**src/bwlp_pkg.sv**
```systemverilog
// Shared constants, types and the command struct for the Butterworth low-pass biquad bank.
package bwlp_pkg;

  localparam int SAMPLE_WIDTH_DEF = 32;
  localparam int HAND_COUNT_DEF   = 2;
  localparam int AXIS_COUNT_DEF   = 3;

  localparam int CFG_W  = 16;
  localparam int DEN_W  = 33;
  localparam int COEF_W = 35;
  localparam int KC_W   = 25;

  localparam logic [CFG_W-1:0] CUTOFF_RESET = 16'd1024;
  // 1.414 in Q17.16, nearest.
  localparam logic [32:0] K1414 = 33'd92668;

  typedef struct packed {
    logic load_in;
    logic calc_const;
    logic calc_coef;
    logic m1;
    logic m2;
    logic m3;
    logic div_init;
    logic div_step;
    logic finish;
  } cmd_t;

endpackage

```
**src/bwlp_ctrl.sv**
```systemverilog
// Sequencer that steps the datapath through coefficients, axes and division.
module bwlp_ctrl #(
  parameter int SW = 32,
  parameter int AC = 3
) (
  input  logic                                clk,
  input  logic                                rst,
  input  logic                                in_valid,
  output logic                                in_ready,
  output logic                                out_valid,
  input  logic                                out_ready,
  output bwlp_pkg::cmd_t                      cmd,
  output logic [(AC > 1 ? $clog2(AC) : 1)-1:0] axis
);
  import bwlp_pkg::*;

  localparam int AX_W = (AC > 1) ? $clog2(AC) : 1;
  localparam int CW   = $clog2(SW);

  localparam logic [3:0] S_IDLE  = 4'd0;
  localparam logic [3:0] S_CONST = 4'd1;
  localparam logic [3:0] S_COEF  = 4'd2;
  localparam logic [3:0] S_RD    = 4'd3;
  localparam logic [3:0] S_M1    = 4'd4;
  localparam logic [3:0] S_M2    = 4'd5;
  localparam logic [3:0] S_M3    = 4'd6;
  localparam logic [3:0] S_DV0   = 4'd7;
  localparam logic [3:0] S_DIV   = 4'd8;
  localparam logic [3:0] S_FIN   = 4'd9;
  localparam logic [3:0] S_OUT   = 4'd10;

  logic [3:0]      state, state_next;
  logic [CW-1:0]   cnt;
  logic [AX_W-1:0] axis_r;

  assign in_ready  = (state == S_IDLE);
  assign out_valid = (state == S_OUT);
  assign axis      = axis_r;

  always_comb begin
    cmd        = '0;
    state_next = state;
    unique case (state)
      S_IDLE: begin
        if (in_valid) begin
          cmd.load_in = 1'b1;
          state_next  = S_CONST;
        end
      end
      S_CONST: begin
        cmd.calc_const = 1'b1;
        state_next     = S_COEF;
      end
      S_COEF: begin
        cmd.calc_coef = 1'b1;
        state_next    = S_RD;
      end
      S_RD: state_next = S_M1;
      S_M1: begin
        cmd.m1     = 1'b1;
        state_next = S_M2;
      end
      S_M2: begin
        cmd.m2     = 1'b1;
        state_next = S_M3;
      end
      S_M3: begin
        cmd.m3     = 1'b1;
        state_next = S_DV0;
      end
      S_DV0: begin
        cmd.div_init = 1'b1;
        state_next   = S_DIV;
      end
      S_DIV: begin
        cmd.div_step = 1'b1;
        if (cnt == CW'(SW - 1)) begin
          state_next = S_FIN;
        end
      end
      S_FIN: begin
        cmd.finish = 1'b1;
        state_next = (axis_r == AX_W'(AC - 1)) ? S_OUT : S_RD;
      end
      S_OUT: begin
        if (out_ready) begin
          state_next = S_IDLE;
        end
      end
      default: state_next = S_IDLE;
    endcase
  end

  always_ff @(posedge clk) begin
    if (rst) begin
      state  <= S_IDLE;
      cnt    <= '0;
      axis_r <= '0;
    end else begin
      state <= state_next;
      if (cmd.load_in) begin
        axis_r <= '0;
      end else if (cmd.finish) begin
        axis_r <= axis_r + AX_W'(1);
      end
      if (cmd.div_init) begin
        cnt <= '0;
      end else if (cmd.div_step) begin
        cnt <= cnt + CW'(1);
      end
    end
  end
endmodule

```
**config.mk**
```make
export PLATFORM = sky130hd
export DESIGN_NAME = bwlp_ctrl
export DESIGN_NICKNAME = d
export VERILOG_FILES = /design/src/bwlp_pkg.sv /design/src/bwlp_ctrl.sv
export SDC_FILE = /design/constraint.sdc
export NUM_CORES = 1
export LEC_CHECK = 0
export BUFFER_PORTS_ARGS = -buffer_cell sky130_fd_sc_hd__buf_2
export CAP_MARGIN = 25
export CORE_MARGIN = 3
export CORE_UTILIZATION = 30
export DETAILED_ROUTE_END_ITERATION = 10
export GPL_TIMING_DRIVEN = 0
export SLEW_MARGIN = 20
export SYNTH_ARGS = -nofsm -noshare
export SYNTH_HDL_FRONTEND = slang
export SYNTH_SLANG_ARGS = --single-unit
```
**constraint.sdc**
```tcl
create_clock -name clk -period 1.5 [get_ports clk]
set_input_delay 0.075 -clock clk [delete_from_list [all_inputs] [get_ports clk]]
set_output_delay 0.075 -clock clk [all_outputs]
set_load 0.05 [all_outputs]
```
Word level (Yosys, flattened, before mapping):

Index checks and enable logic that the tools add are counted.

* reduce and logical (&&, ||, !) cells: 4
* $add $sub $neg: 2
* muxes and demuxes: 15
* eq/ne operators: 15

Operators by type and width (count)
* 4-bit one-hot mux with 11 select lines: 1
* 4-bit by 3-bit == test with 1-bit output (second input constant): 4
* 4-bit two-way mux: 4
* 4-bit == test (second input constant): 3
* 1-bit two-way mux: 10
* 4-bit by 2-bit == test with 1-bit output (second input constant): 2
* 5-bit by 1-bit adder with 5-bit output (second input constant): 1
* 5-bit == test (second input constant): 1
* 4-bit by 1-bit == test with 1-bit output (second input constant): 1
* 4-bit logical NOT: 1
* 2-bit != test (second input constant): 2
* 2-bit OR reduction: 2
* 3-bit AND reduction: 1
* 2-bit by 1-bit adder with 2-bit output (second input constant): 1
* 2-bit == test (second input constant): 1
* 2-bit by 1-bit != test with 1-bit output (second input constant): 1

* flip-flop bits (word level): 11
* output and inout port bits: 13
* logic and storage cells: 39
* input bits: 4

Logic depth before layout (Yosys ltp):

* depth in word-level cells: 3
* depth in mapped cells: 6
* mapped depth without buffers: 6

Least setup slack after synthesis:

OpenSTA, ideal clock, no wires.

* path type: register to output
* start point: reg state[1]
* end point: out cmd[8] (netlist name)
* stages on the path, launching flop included: 3
* required time: 1.425 ns
* path buffers: 0
* setup slack: -1.262 ns
* data arrival time: 2.687 ns
* path through: dfxtp_1 -> nor4_1 -> and2_1

RTL lines
* start, declared: line bwlp_ctrl.sv:32 `logic [3:0] state, state_next;`
* start signal, assigned: line bwlp_ctrl.sv:100 `state <= state_next;`
* end, declared: line bwlp_ctrl.sv:12 `output bwlp_pkg::cmd_t cmd,`

==> impl_metrics.env <==
export IMPL_status="finished, violations left"
export IMPL_violations="negative setup slack"
export IMPL_ant_nets=0
export IMPL_areaGrowthSynthToFinish_pct=67.7
export IMPL_dr_pass1_iters=4
export IMPL_numCtsBuffers=3
export IMPL_hold_path_class="in -> reg"
export IMPL_yosysSeqAreaShare=0.353
export IMPL_met3_length_um=80
export IMPL_postCtsHoldBufs=0
export IMPL_finalWirelength_mm=1.65
export IMPL_fin_setup_tns_ps=-532
export IMPL_yosys_area_share_simple=0.329
export IMPL_design_area_mm2=0.00104
export IMPL_grtUsageTotal=0.134
export IMPL_synth_xor_area_frac=0.0422
export IMPL_synth_compound_area_frac=0.149
export IMPL_synthTopCellsByCount="dfxtp_1 (11), a21oi_1 (7), nand2_1 (6)"
export IMPL_htreeDepth=1
export IMPL_syn_num_nets=83
export IMPL_clock_path_buffers=2
export IMPL_die_h_um=51.6
export IMPL_slowest_delay_ps=550
export IMPL_synthMostInstantiatedCell="dfxtp_1"
export IMPL_root_buffer="clkbuf_4"
export IMPL_clock_skew_ps=1.21
export IMPL_grt_overflow=0
export IMPL_wl_met1_um=780
export IMPL_drt_initial_drc_count=4
export IMPL_core_area_mm2=0.00184
export IMPL_power_leakage_nw=0.425
export IMPL_ys_async_sr_fraction=0
export IMPL_timing_final_crit_share=1.08
export IMPL_synth_edf_count=0
export IMPL_antenna_found_initial=0
export IMPL_finalPower_mw=0.810
export IMPL_drive_above_1_share=0.533
export IMPL_worst_slew_pin_slew_ps=300
export IMPL_synthMuxAreaShare=0.0161
export IMPL_syn_cell_area_um2=623
export IMPL_vdd_drop_max_mv=0.466
export IMPL_cts_tree="yes"
export IMPL_crit_path_top_delay_cell="or4b_1"
export IMPL_topRoutingLayerUsed="met3"
export IMPL_critPathLaunchType="register"
export IMPL_io_pins=17
export IMPL_fin_nets=113
export IMPL_die_area_mm2=0.00266
export IMPL_cp_cell_sequence="or4b_1, buf_6, clkinvlp_4, buf_8"
export IMPL_synth_seq_cells=11
export IMPL_gp_congestion=0.751
export IMPL_holdWs_ps=51.8
export IMPL_synth_top_area_frac=0.353
export IMPL_drv_slew=0
export IMPL_cap_violations=0
export IMPL_path_class="reg -> out"
export IMPL_required_ps=1420
export IMPL_n_fill_cell=187
export IMPL_ys_flop_type="dfxtp_1"
export IMPL_die_width_um=51.6
export IMPL_wl_per_cell_um=12.7
export IMPL_synth_cell_types=31
export IMPL_setup_viol=7
export IMPL_synthAdderAreaFrac=0.0602
export IMPL_rows=15
export IMPL_grt_pass1_wl_mm=2.67
export IMPL_syn_area_per_cell_um2=8.20
export IMPL_synth_top_family_by_area="simple AND/OR/NAND/NOR gates"
export IMPL_grt_pass1_vias=590
export IMPL_dp_hpwl_mm=1.00
export IMPL_finalHoldViolations=0
export IMPL_cp_top_family="simple AND/OR/NAND/NOR gates"
export IMPL_yosys_top_cells_area="dfxtp_1 (35%), ha_1 (6.0%), a21oi_1 (5.6%)"
export IMPL_synth_largest_area_cell="dfxtp_1"
export IMPL_placed_cell_area_um2=822
export IMPL_clk_pin_slew_ps=70
export IMPL_synthCells=76
export IMPL_clock_sinks=11
export IMPL_worst_path_max_fanout=5
export IMPL_yosysWarnings=0
export IMPL_drc=0
export IMPL_rsz0062_at_grt="true"
export IMPL_cp_end_kind="output port"
export IMPL_avgViaCountPerCell=4.99
export IMPL_start_util=0.339
export IMPL_wl_met2_um=789
export IMPL_relSlewSlack=0.798
export IMPL_clock_latency_ps=270
export IMPL_cp_arrival_ps=1550
export IMPL_grt_max_degree=11
export IMPL_num_antenna_cells=0
export IMPL_portBuffers=16
export IMPL_power_density_mw_per_mm2=776
export IMPL_fin_crit_ps=1630
export IMPL_finalWorstSetupSlack_ps=-125
export IMPL_path_buf_inv=3
export IMPL_vias=649
export IMPL_fmax_mhz=615
[cells in the final DEF (no fill, tap or decap), drive strengths merged]
cell type	count
inv	2
nor2	5
nand2	6
nand3	1
mux2i	1
nor3	3
o21ai	4
and4b	1
ha	3
a21o	2
a21oi	7
nand2b	4
a31oi	1
xnor2	2
nor3b	1
a221oi	1
clkbuf	8
or4b	2
and4bb	1
and2	2
xor2	1
buf	26
nor4bb	1
a211oi	1
clkinvlp	1
nor4	1
or3	2
and3	2
dfxtp	11
or2	1
nor4b	1
[layout make-up]
type / instances / area, um^2 / share of cell area
clock buffers: 4 / 26.3 / 0.0251
inverters: 3 / 15.0 / 0.0144
multi-input cells: 57 / 474 / 0.454
well taps: 25 / 31.3 / 0.0299
flip-flops and latches: 11 / 240 / 0.230
repair buffers: 25 / 210 / 0.201
plain buffers: 5 / 47.5 / 0.0455
[layer usage]
| metal | up-vias | global-route usage |
|---|---|---|
| li1 | 328 | - |
| met1 | 304 | 0.175 |
| met2 | 17 | 0.203 |
| met3 | 0 | 0.0516 |
| met4 | 0 | 0.0393 |
| met5 | - | 0 |
[path summary, 6_finish.rpt]
path                    to  depth (start not counted)      from  slack [ps]
hold reg to reg     cnt[1]                          2    cnt[1]         490
hold / removal    state[3]                          2       rst          50
setup / recovery    cmd[1]                          4  state[0]        -130
setup reg to reg    cnt[4]                          7  state[0]        -120
[flip-flops by register name, indices dropped and copies added, names as in the netlist]
name   count
axis       2
state      4
cnt        5
[metrics by stage]
step | cells | util | worst slack, ps
floorplan | 76 | - | -193
global placement | 117 | 0.447 | -318
detailed placement | 117 | 0.447 | -326
CTS | 125 | 0.516 | -95.8
global route | 130 | 0.568 | -152
finish | 130 | 0.568 | -125
[kinds of logic (layout without fill, tap and decap cells)]
logic type                 count (synthesis)  count (layout)
and+or+nand+nor                           34              34
AOI/OAI and AO/OA                         16              16
DFF                                       11              11
buffers and inverters                      8              37
adders and majority gates                  3               3
xor gates and xnor gates                   3               3
muxes                                      1               1
[report_power, final]
group	total, mW	switching, mW	leakage (nW)	internal (mW)
clock network	0.202	0.0991	0.0150	0.103
registers	0.321	0.0190	0.0933	0.302
logic	0.287	0.174	0.317	0.114
[repair_timing]
action	4_1_cts	5_1_grt
pin swaps	5	7
setup buffers	4	5
hold endpoints to repair	0	0
endpoints found under the setup margin	12	16
gates resized for setup	21	25
Note: power is estimated with default switching activity, not from simulation.
